===== src/rtl/assert_macros.svh =====
// assertion macros used by shake_envelope_generator
// clocked on clk, disabled while arst_n is low
`ifndef ASSERT_MACROS_SVH
`define ASSERT_MACROS_SVH

// antecedent implies consequent in the same cycle
`define ASSERT_IMPLIES(label, ante, cons, msg) \
	label: assert property (@(posedge clk) disable iff (!arst_n) (ante) |-> (cons)) \
		else $error(msg);

// antecedent implies consequent in the next cycle
`define ASSERT_NEXT(label, ante, cons, msg) \
	label: assert property (@(posedge clk) disable iff (!arst_n) (ante) |=> (cons)) \
		else $error(msg);

`endif


===== src/rtl/seg_pkg.sv =====
// shared types, constants and helpers of the shake envelope generator
// used by seg_divider, seg_sqrt and shake_envelope_generator
package seg_pkg;

	localparam int DEF_CHANNELS = 2;
	localparam int DEF_ENV_POINTS = 5;
	localparam int NUM_REGS = 8;
	localparam int ADDR_W = 5;

	localparam logic [15:0] BIAS_XY = 16'd45875;
	localparam logic [16:0] NT_MAX = 17'h1FFFF;
	localparam logic [31:0] Q_ONE = 32'd65536;

	localparam logic [1:0] MODE_TICK = 2'd0;
	localparam logic [1:0] MODE_ACCEL = 2'd1;
	localparam logic [1:0] MODE_FORCE = 2'd2;
	localparam logic [1:0] MODE_CLEAR = 2'd3;

	localparam logic [2:0] REG_ACCEL_LOW = 3'd0;
	localparam logic [2:0] REG_ACCEL_HIGH = 3'd1;
	localparam logic [2:0] REG_MAG_LOW = 3'd2;
	localparam logic [2:0] REG_MAG_HIGH = 3'd3;
	localparam logic [2:0] REG_DUR_LOW = 3'd4;
	localparam logic [2:0] REG_DUR_HIGH = 3'd5;
	localparam logic [2:0] REG_FORCE_DUR = 3'd6;
	localparam logic [2:0] REG_FREQ = 3'd7;

	localparam logic [30:0] CFG_RESET [NUM_REGS] = '{
		31'd6553600, 31'd39321600, 31'd6554, 31'd26214,
		31'd19661, 31'd45875, 31'd39322, 31'd769566
	};

	// envelope breakpoints, edit together with the point count
	localparam logic [16:0] ENV_TIME [16] = '{
		17'd0, 17'd6554, 17'd19661, 17'd32768, 17'd65536, 17'd0, 17'd0, 17'd0,
		17'd0, 17'd0, 17'd0, 17'd0, 17'd0, 17'd0, 17'd0, 17'd0
	};
	localparam logic [16:0] ENV_VALUE [16] = '{
		17'd65536, 17'd45875, 17'd32768, 17'd26214, 17'd0, 17'd0, 17'd0, 17'd0,
		17'd0, 17'd0, 17'd0, 17'd0, 17'd0, 17'd0, 17'd0, 17'd0
	};

	typedef struct packed {
		logic        start;
		logic [63:0] dividend;
		logic [31:0] divisor;
	} div_req_t;

	typedef struct packed {
		logic        busy;
		logic        done;
		logic [63:0] quot;
	} div_rsp_t;

	typedef struct packed {
		logic        start;
		logic [63:0] radicand;
	} sqrt_req_t;

	typedef struct packed {
		logic        busy;
		logic        done;
		logic [31:0] root;
	} sqrt_rsp_t;

	function automatic logic env_oor(input logic [16:0] t, input int n);
		return (t < ENV_TIME[0]) || (t >= ENV_TIME[n-1]);
	endfunction

	function automatic logic [31:0] sat32(input logic signed [65:0] v);
		if (v > 66'sd2147483647) return 32'h7FFFFFFF;
		if (v < -66'sd2147483648) return 32'h80000000;
		return v[31:0];
	endfunction

	// negate with saturation
	function automatic logic [31:0] negsat(input logic signed [32:0] v);
		logic signed [33:0] n;
		n = -{v[32], v};
		if (n > 34'sd2147483647) return 32'h7FFFFFFF;
		if (n < -34'sd2147483648) return 32'h80000000;
		return n[31:0];
	endfunction

endpackage


===== src/rtl/seg_sqrt.sv =====
// digit-by-digit integer square root of a 64-bit value, two radicand bits per cycle
// depends on seg_pkg
module seg_sqrt import seg_pkg::*; (
	input  logic      clk,
	input  logic      arst_n,
	input  sqrt_req_t req,
	output sqrt_rsp_t rsp
);

	logic [63:0] rad_q;
	logic [34:0] rem_q;
	logic [31:0] root_q;
	logic [5:0]  cnt_q;
	logic        busy_q;
	logic        done_q;
	logic [34:0] sh;
	logic [34:0] trial;
	logic        ge;

	always_comb begin
		sh = {rem_q[32:0], rad_q[63:62]};
		trial = {1'b0, root_q, 2'b01};
		ge = sh >= trial;
	end

	always_ff @(posedge clk or negedge arst_n) begin
		if (!arst_n) begin
			busy_q <= 1'b0;
			done_q <= 1'b0;
			cnt_q <= '0;
		end else begin
			done_q <= 1'b0;
			if (req.start) begin
				busy_q <= 1'b1;
				cnt_q <= 6'd32;
			end else if (busy_q) begin
				cnt_q <= cnt_q - 6'd1;
				if (cnt_q == 6'd1) begin
					busy_q <= 1'b0;
					done_q <= 1'b1;
				end
			end
		end
	end

	always_ff @(posedge clk) begin
		if (req.start) begin
			rad_q <= req.radicand;
			rem_q <= '0;
			root_q <= '0;
		end else if (busy_q) begin
			rad_q <= {rad_q[61:0], 2'b00};
			rem_q <= ge ? (sh - trial) : sh;
			root_q <= {root_q[30:0], ge};
		end
	end

	assign rsp.busy = busy_q;
	assign rsp.done = done_q;
	assign rsp.root = root_q;

endmodule


===== config.mk =====
export PLATFORM = sky130hd
export DESIGN_NAME = seg_sqrt
export DESIGN_NICKNAME = d
export VERILOG_FILES = /design/src/rtl/assert_macros.svh /design/src/rtl/seg_pkg.sv /design/src/rtl/seg_sqrt.sv
export SDC_FILE = /design/constraint.sdc
export NUM_CORES = 1
export LEC_CHECK = 0
export ABC_CLOCK_PERIOD_IN_PS = 8100
export BUFFER_PORTS_ARGS = -buffer_cell sky130_fd_sc_hd__buf_2
export CAP_MARGIN = 30
export CORE_ASPECT_RATIO = 2
export CORE_UTILIZATION = 45
export DETAILED_ROUTE_END_ITERATION = 7
export PLACE_DENSITY_LB_ADDON = 0.1
export SYNTH_ARGS = -nofsm -noshare
export SYNTH_HDL_FRONTEND = slang
export SYNTH_SLANG_ARGS = --single-unit

===== constraint.sdc =====
create_clock -name clk -period 8.1 [get_ports clk]
set_input_delay 0.81 -clock clk [delete_from_list [all_inputs] [get_ports clk]]
set_output_delay 0.81 -clock clk [all_outputs]
set_load 0.01 [all_outputs]

==> impl_metrics.yaml <==
worst_setup_path:
  cp.required_ps: 8450
  crit_type: "reg2reg"
  cp_max_fo: 26
  cp.arrival_ps: 3810
  worstPathCellList: "inv_1 > ha_1 > a21oi_1 > nand3_1 > a211oi_1 > or3_1 > a21oi_2 > nor2_1 > buf_4 > mux2_4 > a211oi_2"
  worstSetupEndpointType: "flip-flop"
  slowest_delay_ps: 450
  start_kind: "flip-flop"
  critPathSlowestCell: "a211oi_1"
clocking:
  clock-sinks: 137
  htree_levels: 4
  cts_tree: "done"
  numCtsBuffers: 17
  post_cts_resized: 0
  post_cts_buffers: 0
  cts_buffer_depth: 2
  worst_skew_pair.late_latency_ps: 430
  root_buffer: "clkbuf_16"
  path_clk_slew_ps: 60
  cts_hold_buf: 0
synth:
  syn_area_um2: 7670
  synth_fp_nets: 847
  synth-seq-cells: 137
  synth-xor-area-share_pct: 3.42
  avgSynthCellArea_um2: 10.3
  synth_compound_area_share_pct: 13.6
  synthArstFlopShare_pct: 5.84
  synth_area_leader_cell: "edfxtp_1"
  synth_simple_gate_area_share_pct: 13.1
  synthMuxAreaShare_pct: 13.7
  synth_edf_count: 64
  synth_flop_cell: "dfxtp_1"
  synthDistinctLibCells: 63
  seq_area_frac_synth_pct: 44.6
  synth.area.top_cells: "edfxtp_1 (25%), dfxtp_1 (17%), mux2_2 (9.1%), ha_1 (5.9%), mux2i_1 (4.4%)"
  yosysWarnings: 0
  synthAdderAreaFrac_pct: 5.87
  synth_top_family_by_area: "multiplexers"
  yosysTopAreaCellShare_pct: 25.0
  netlist_instances: 744
timing:
  fin_crit_sh_pct: 42.8
  tns_ps: 0
  rsz0062_at_grt: "no"
  slew_headroom_pct: 32.0
  hold_violations: 0
  worstMarginPinSlew_ps: 1020
  setup_viol: 0
  finClkSkew_ps: 9.12
  post-route-min-period_ps: 3470
  drv_slew: 0
  fmax_mhz: 288
drt:
  ant_nets: 0
  via_per_inst: 5.48
  drc: 0
  routedWlPerCell_um: 16.3
  first_pass_iters: 5
  routed_wl_mm: 17.1
  drt_iter0_markers: 212
  routed-via-count: 5722
floorplan:
  fp.dieW_um: 94.3
  initial_utilization_pct: 46.0
  io_pins: 101
  core-area_um2: 16700
  die-area_um2: 17600
  num_rows: 67
  die_y_um: 187
job:
  drv_cap: 0
layout:
  stdcell_count: 1045
  nFillCells: 1550
  fin_area_um2: 8830
  drive_above_1_share_pct: 26.3
  layout.nets: 928
  diodes: 0
  final_cell_mix: "buf_2 (99), nor2_1 (87), nand2_1 (70), dfxtp_1 (65), edfxtp_1 (64)"
  final_common_cell: "buf_2"
  area_growth_pct: 15.1
power:
  p_seq_share_pct: 29.0
  total_power_uw: 3260
  internal-power_uw: 2030
  p_leak_uw: 0.00389
  pwr-share-clk_pct: 25.4
  comb_power_share_pct: 45.5
  peakVddDrop_mv: 0.202
  switching_share_pct: 37.8
  power_density_nw_per_um2: 370
  p_switching_uw: 1230
placement:
  io_buffers: 100
  gp_congestion: 0.870
  dp.cells: 1013
  dpl-instance-area_um2: 8210
  dp_hpwl_mm: 12.2
grt:
  grt_pass1_vias: 5974
  antenna_found_initial: 0
  grt_pass1_wl_mm: 28.3
  grt_max_degree: 90
  overflow: 0
  track_usage_pct: 20.7
hold_path:
  hp-class: "in2async"
run_status:
  outcome: "finished, final reports clean"
-- worst paths after layout --
check | start | to | slack, ps | cells past startpoint
max in group asynchronous | arst_n | busy_q | 7690 | 1
min in group clk | rem_q[6] | rem_q[8] | 500 | 2
min | arst_n | cnt_q[3] | 210 | 1
min reg2reg | rem_q[6] | rem_q[8] | 500 | 2
max | root_q[8] | rem_q[1] | 4630 | 11
max reg2reg | root_q[8] | rem_q[1] | 4630 | 11
-- logic make-up after synthesis --
kind of cell / count (synthesis)
buffers and inverters: 85
AO/OA/AOI/OAI: 136
XOR/XNOR: 30
adder cells (fa/ha/maj): 36
AND/OR/NAND/NOR: 223
multiplexers: 97
flip-flops: 137
-- sequential cells by signal, summed over array words and instances (netlist names) --
register,cells
root_q,32
rem_q,33
rad_q,64
busy_q,1
cnt_q,6
done_q,1
-- worst max-delay path: cells and delay by family, from the launching register on --
| family | cells | cell delay, ps |
|---|---|---|
| AND/OR/NAND/NOR | 3 | 720 |
| multiplexers | 1 | 340 |
| adder cells (fa/ha/maj) | 1 | 360 |
| buffers and inverters | 2 | 450 |
| flip-flops | 1 | 380 |
| AO/OA/AOI/OAI | 4 | 1130 |
-- layout make-up --
type                       instances  area, um^2  share of cell area (%)
timing repair buffer             105         548                    6.21
clock buffer                      20         447                    5.06
tap                              207         259                    2.93
sequential                       137        3430                    38.8
multi-input combinational        522        3820                    43.2
inverter                          42         158                    1.79
clock inverter                    12         175                    1.98
-- synth_stat cells, drive strengths merged (19+ instances only) --
master and n:
nor2 87, nand2 70, dfxtp 65, edfxtp 64
mux2 63, inv 42, ha 36, mux2i 34
a21oi 25, clkbuf 25, a311oi 24, xnor2 19
-- metal layers --
layer | track usage (%) | part of all wire (%) | up-vias
met5 | 0 | 0 | -
met4 | 10.4 | 3.1 | 0
met3 | 4.89 | 3.7 | 39
met2 | 37.8 | 55 | 125
met1 | 21.0 | 38 | 2726
li1 | - | - | 2832
-- stage by stage --
step	util, %	hold slack (ps)	setup slack (ps)
5_1_grt	52.9	219	4360
3_3_place_gp	49.1	482	4520
4_1_cts	52.9	208	4550
2_1_floorplan	-	467	4830
3_5_place_dp	49.2	495	4590
6_report	52.9	214	4630
-- power by group through the flow --
| stage | sequential, uW | combinational, uW | clock (uW) |
|---|---|---|---|
| after floorplan | 924 | 1230 | 0 |
| after global placement | 955 | 1440 | 0 |
| after detailed placement | 960 | 1480 | 0 |
| after CTS | 948 | 1490 | 847 |
| after global routing | 961 | 1650 | 876 |
| final | 947 | 1490 | 830 |
(Power assumes the default switching activity.)
