### src/rtl/assert_macros.svh
// assertion macros used by shake_envelope_generator
// clocked on clk, disabled while arst_n is low
`ifndef ASSERT_MACROS_SVH
`define ASSERT_MACROS_SVH

// antecedent implies consequent in the same cycle
`define ASSERT_IMPLIES(label, ante, cons, msg) \
	label: assert property (@(posedge clk) disable iff (!arst_n) (ante) |-> (cons)) \
		else $error(msg);

// antecedent implies consequent in the next cycle
`define ASSERT_NEXT(label, ante, cons, msg) \
	label: assert property (@(posedge clk) disable iff (!arst_n) (ante) |=> (cons)) \
		else $error(msg);

`endif

### src/rtl/seg_pkg.sv
// shared types, constants and helpers of the shake envelope generator
// used by seg_divider, seg_sqrt and shake_envelope_generator
package seg_pkg;

	localparam int DEF_CHANNELS = 2;
	localparam int DEF_ENV_POINTS = 5;
	localparam int NUM_REGS = 8;
	localparam int ADDR_W = 5;

	localparam logic [15:0] BIAS_XY = 16'd45875;
	localparam logic [16:0] NT_MAX = 17'h1FFFF;
	localparam logic [31:0] Q_ONE = 32'd65536;

	localparam logic [1:0] MODE_TICK = 2'd0;
	localparam logic [1:0] MODE_ACCEL = 2'd1;
	localparam logic [1:0] MODE_FORCE = 2'd2;
	localparam logic [1:0] MODE_CLEAR = 2'd3;

	localparam logic [2:0] REG_ACCEL_LOW = 3'd0;
	localparam logic [2:0] REG_ACCEL_HIGH = 3'd1;
	localparam logic [2:0] REG_MAG_LOW = 3'd2;
	localparam logic [2:0] REG_MAG_HIGH = 3'd3;
	localparam logic [2:0] REG_DUR_LOW = 3'd4;
	localparam logic [2:0] REG_DUR_HIGH = 3'd5;
	localparam logic [2:0] REG_FORCE_DUR = 3'd6;
	localparam logic [2:0] REG_FREQ = 3'd7;

	localparam logic [30:0] CFG_RESET [NUM_REGS] = '{
		31'd6553600, 31'd39321600, 31'd6554, 31'd26214,
		31'd19661, 31'd45875, 31'd39322, 31'd769566
	};

	// envelope breakpoints, edit together with the point count
	localparam logic [16:0] ENV_TIME [16] = '{
		17'd0, 17'd6554, 17'd19661, 17'd32768, 17'd65536, 17'd0, 17'd0, 17'd0,
		17'd0, 17'd0, 17'd0, 17'd0, 17'd0, 17'd0, 17'd0, 17'd0
	};
	localparam logic [16:0] ENV_VALUE [16] = '{
		17'd65536, 17'd45875, 17'd32768, 17'd26214, 17'd0, 17'd0, 17'd0, 17'd0,
		17'd0, 17'd0, 17'd0, 17'd0, 17'd0, 17'd0, 17'd0, 17'd0
	};

	typedef struct packed {
		logic        start;
		logic [63:0] dividend;
		logic [31:0] divisor;
	} div_req_t;

	typedef struct packed {
		logic        busy;
		logic        done;
		logic [63:0] quot;
	} div_rsp_t;

	typedef struct packed {
		logic        start;
		logic [63:0] radicand;
	} sqrt_req_t;

	typedef struct packed {
		logic        busy;
		logic        done;
		logic [31:0] root;
	} sqrt_rsp_t;

	function automatic logic env_oor(input logic [16:0] t, input int n);
		return (t < ENV_TIME[0]) || (t >= ENV_TIME[n-1]);
	endfunction

	function automatic logic [31:0] sat32(input logic signed [65:0] v);
		if (v > 66'sd2147483647) return 32'h7FFFFFFF;
		if (v < -66'sd2147483648) return 32'h80000000;
		return v[31:0];
	endfunction

	// negate with saturation
	function automatic logic [31:0] negsat(input logic signed [32:0] v);
		logic signed [33:0] n;
		n = -{v[32], v};
		if (n > 34'sd2147483647) return 32'h7FFFFFFF;
		if (n < -34'sd2147483648) return 32'h80000000;
		return n[31:0];
	endfunction

endpackage

### src/rtl/seg_divider.sv
// restoring divider, 64-bit unsigned dividend by 32-bit divisor, one bit per cycle
// depends on seg_pkg
module seg_divider import seg_pkg::*; (
	input  logic     clk,
	input  logic     arst_n,
	input  div_req_t req,
	output div_rsp_t rsp
);

	logic [31:0] rem_q;
	logic [63:0] quo_q;
	logic [31:0] dsr_q;
	logic [6:0]  cnt_q;
	logic        busy_q;
	logic        done_q;
	logic [32:0] sh;
	logic [32:0] diff;
	logic        ge;

	always_comb begin
		sh = {rem_q, quo_q[63]};
		diff = sh - {1'b0, dsr_q};
		ge = sh >= {1'b0, dsr_q};
	end

	always_ff @(posedge clk or negedge arst_n) begin
		if (!arst_n) begin
			busy_q <= 1'b0;
			done_q <= 1'b0;
			cnt_q <= '0;
		end else begin
			done_q <= 1'b0;
			if (req.start) begin
				busy_q <= 1'b1;
				cnt_q <= 7'd64;
			end else if (busy_q) begin
				cnt_q <= cnt_q - 7'd1;
				if (cnt_q == 7'd1) begin
					busy_q <= 1'b0;
					done_q <= 1'b1;
				end
			end
		end
	end

	always_ff @(posedge clk) begin
		if (req.start) begin
			rem_q <= '0;
			quo_q <= req.dividend;
			dsr_q <= req.divisor;
		end else if (busy_q) begin
			rem_q <= ge ? diff[31:0] : sh[31:0];
			quo_q <= {quo_q[62:0], ge};
		end
	end

	assign rsp.busy = busy_q;
	assign rsp.done = done_q;
	assign rsp.quot = quo_q;

endmodule

### config.mk
export PLATFORM = sky130hd
export DESIGN_NAME = seg_divider
export DESIGN_NICKNAME = d
export VERILOG_FILES = /design/src/rtl/assert_macros.svh /design/src/rtl/seg_pkg.sv /design/src/rtl/seg_divider.sv
export SDC_FILE = /design/constraint.sdc
export NUM_CORES = 1
export LEC_CHECK = 0
export ABC_AREA = 1
export BUFFER_PORTS_ARGS = -buffer_cell sky130_fd_sc_hd__buf_2
export CORE_AREA = 2 2 139 141
export CTS_CLUSTER_DIAMETER = 30
export DETAILED_ROUTE_END_ITERATION = 12
export DIE_AREA = 0 0 141 143
export GPL_TIMING_DRIVEN = 0
export HOLD_SLACK_MARGIN = 0.12
export PLACE_DENSITY = 0.67
export SYNTH_ARGS = -nofsm -noshare
export SYNTH_HDL_FRONTEND = slang
export SYNTH_SLANG_ARGS = --single-unit
### constraint.sdc
create_clock -name clk -period 4.9 [get_ports clk]
set_input_delay 0.98 -clock clk [delete_from_list [all_inputs] [get_ports clk]]
set_output_delay 0.98 -clock clk [all_outputs]
set_load 0.005 [all_outputs]
==> flow_summary.json <==
{
  "clock_latency_ns": 0.43,
  "hold_violations": 0,
  "synth_nets": 1284,
  "ioPinCount": 165,
  "dpl.hpwl_mm": 16.1,
  "cp_num_buf_inv": 4,
  "cts_tree": "done",
  "ys_ff_latch": 137,
  "grtUsageTotal": 0.219,
  "p_per_area_nw_per_um2": 315,
  "post-route-period-util": 0.629,
  "cellLeakagePower_nw": 5.54,
  "ys_seq_area_frac": 0.451,
  "required_ns": 5.02,
  "mostFrequentLayoutCell": "nand2_1",
  "ir_drop_uv": 223,
  "critical_path.cell_chain": "buf_2, clkbuf_1, nor2_1, inv_2, buf_16",
  "drv_slew": 0,
  "drtAntennaViolNets": 0,
  "final-setup-viol-count": 0,
  "fin_skew_ns": 0.0124,
  "fin_nets": 1468,
  "cap_violations": 0,
  "synth_async_sr_flop_share": 0.0657,
  "min_period_ns": 3.08,
  "cp.depth": 5,
  "htreeDepth": 4,
  "die_h_um": 143,
  "clk_path_buf_depth": 2,
  "grt_pass1_wl_mm": 34.9,
  "crit_fanout": 45,
  "wire_per_inst_um": 13.3,
  "crit_family": "buffers and inverters",
  "fill_cells": 1808,
  "ctsHoldBuffers": 0,
  "drtPass1Iterations": 5,
  "antennaDiodeCount": 0,
  "antenna_found_initial": 1,
  "syn_avg_cell_area_um2": 7.24,
  "utilization": 0.542,
  "rows": 50,
  "via_per_inst": 4.66,
  "regToRegSetupSlack_ns": 2.62,
  "relSlewSlack": 0.433,
  "design.die.area_um2": 20200,
  "r2r_cells": 14,
  "port_buffers": 164,
  "worst_pin_slew_ns": 0.850,
  "cts_root_buffer": "clkbuf_16",
  "crit_path_top_delay_cell": "buf_2",
  "arrival_ns": 3.20,
  "synthDistinctLibCells": 36,
  "wirelength_mm": 21.0,
  "synth_edf_count": 96,
  "grt_start_max_net_pins": 46,
  "final_cell_mix": "520 x nand2_1, 184 x inv_1, 171 x buf_2",
  "die_width_um": 141,
  "clock.fmax_mhz": 325,
  "cp-start-kind": "input pin",
  "grt_pass1_vias": 7224,
  "grt_setup_unrepaired": "no",
  "core_um2": 18600,
  "start_util": 0.448,
  "post-cts-setup-buffers": 0,
  "clock-sinks": 137,
  "crit_path_max_incr_delay_ns": 0.64,
  "worst_setup_path_end_kind": "flop",
  "cts_resized": 0,
  "crit_type": "input pin to flop",
  "num_vias": 7375,
  "place.gp.congestion": 0.910,
  "status": "completed",
  "overflow": 0,
  "cts_inserted_buffers": 17,
  "areaGrowthSynthToFinish_pct": 21.0,
  "ys.flop_type": "edfxtp_1",
  "drt_first_iter_violations": 392,
  "drc_errors": 0,
  "drive_above_1_share": 0.184,
  "yosys_warnings": 0,
  "syn-instance-count": 1150,
  "clkSlewWorstSetupHoldPaths_ns": 0.07,
  "syn_area_um2": 8320,
  "fin_tns_setup_ns": 0,
  "finalPower_w": 0.00317,
  "min-delay-path-class": "input pin to async pin"
}
sequential cells by signal (all words and copies together) (netlist names):
signal	flops
quo_q	64
rem_q	32
done_q	1
dsr_q	32
busy_q	1
cnt_q	7
final cells by class:
cell class / count / area, um^2 / share of cell area
tap: 234 / 293 / 0.0291
multi-input combinational: 791 / 3690 / 0.367
inverter: 190 / 713 / 0.0709
timing repair buffer: 165 / 848 / 0.0843
clock buffer: 17 / 425 / 0.0423
buffer: 32 / 166 / 0.0165
sequential: 137 / 3750 / 0.372
clock inverter: 15 / 178 / 0.0177
stage by stage:
step,worst slack [ns],cell area [um^2],cells,hold slack (ns)
global placement,0.0697,9430,1548,0.460
detailed placement,1.25,9460,1549,0.461
floorplan,1.81,8320,1150,0.445
global route,1.52,10100,1581,0.395
finish,1.82,10100,1581,0.401
CTS,1.69,10100,1581,0.390
final timing paths:
| kind | startpoint | endpoint |
|---|---|---|
| max reg2reg | dsr_q[23]$_DFFE_PP_ | rem_q[23]$_SDFFE_PP0P_ |
| min | arst_n | done_q$_DFF_PN0_ |
| min in group clk | rem_q[2]$_SDFFE_PP0P_ | rem_q[2]$_SDFFE_PP0P_ |
| min reg2reg | rem_q[2]$_SDFFE_PP0P_ | rem_q[2]$_SDFFE_PP0P_ |
| max | req[96] | quo_q[17]$_DFFE_PP_ |
| max in group asynchronous | arst_n | cnt_q[5]$_DFFE_PN0P_ |
layer usage:
layer  vias up  wire length, um  global-route usage
met5         -               13                   0
met4         2              352              0.0700
met3        24             1480              0.0651
met2       196             9740               0.365
met1      3247             9410               0.274
li1       3906                -                   -
worst register-to-register path, delay by kind of cell, from the launching register on:
| kind | cells | cell delay [ns] |
|---|---|---|
| AO/OA/AOI/OAI | 1 | 0.10 |
| adder cells (fa/ha/maj) | 1 | 0.38 |
| buffers and inverters | 2 | 0.21 |
| flip-flops | 1 | 0.34 |
| AND/OR/NAND/NOR | 10 | 1.16 |
Yosys cell counts, types with 2 or more instances:
cell	n	area share
nand2_1	520	0.23
nor2_1	50	0.023
clkbuf_1	20	0.0090
nand4_1	3	0.0023
and2_1	3	0.0023
nor3_1	5	0.0030
dfrtp_1	9	0.027
nand3_1	82	0.049
dfxtp_1	32	0.077
a21oi_1	23	0.014
inv_2	4	0.0018
ha_1	34	0.051
edfxtp_1	96	0.35
nand2_4	3	0.0041
buf_4	2	0.0018
buf_8	2	0.0036
xnor2_1	13	0.014
buf_2	7	0.0042
nand3b_1	11	0.0099
o21bai_1	2	0.0018
nand2_2	25	0.019
inv_1	185	0.083
o21ai_0	5	0.0030
nor2_2	2	0.0015
kinds of logic (layout without fill, tap and decap cells):
| kind of cell | Yosys count | count (layout) | synth area share |
|---|---|---|---|
| buffers and inverters | 222 | 419 | 0.106 |
| adders and majority gates | 35 | 35 | 0.0535 |
| AOI/OAI and AO/OA | 35 | 35 | 0.0241 |
| xor gates and xnor gates | 14 | 14 | 0.0147 |
| and+or+nand+nor | 707 | 707 | 0.351 |
| DFF | 137 | 137 | 0.451 |
power breakdown:
part	leakage [nW]	switching [W]	total [W]	internal [W]
Sequential	1.38	0.0000564	0.00141	0.00135
Clock	0.297	0.000584	0.00132	0.000732
Combinational	3.86	0.000262	0.000441	0.000179
Power figures use the tool's default switching activity.
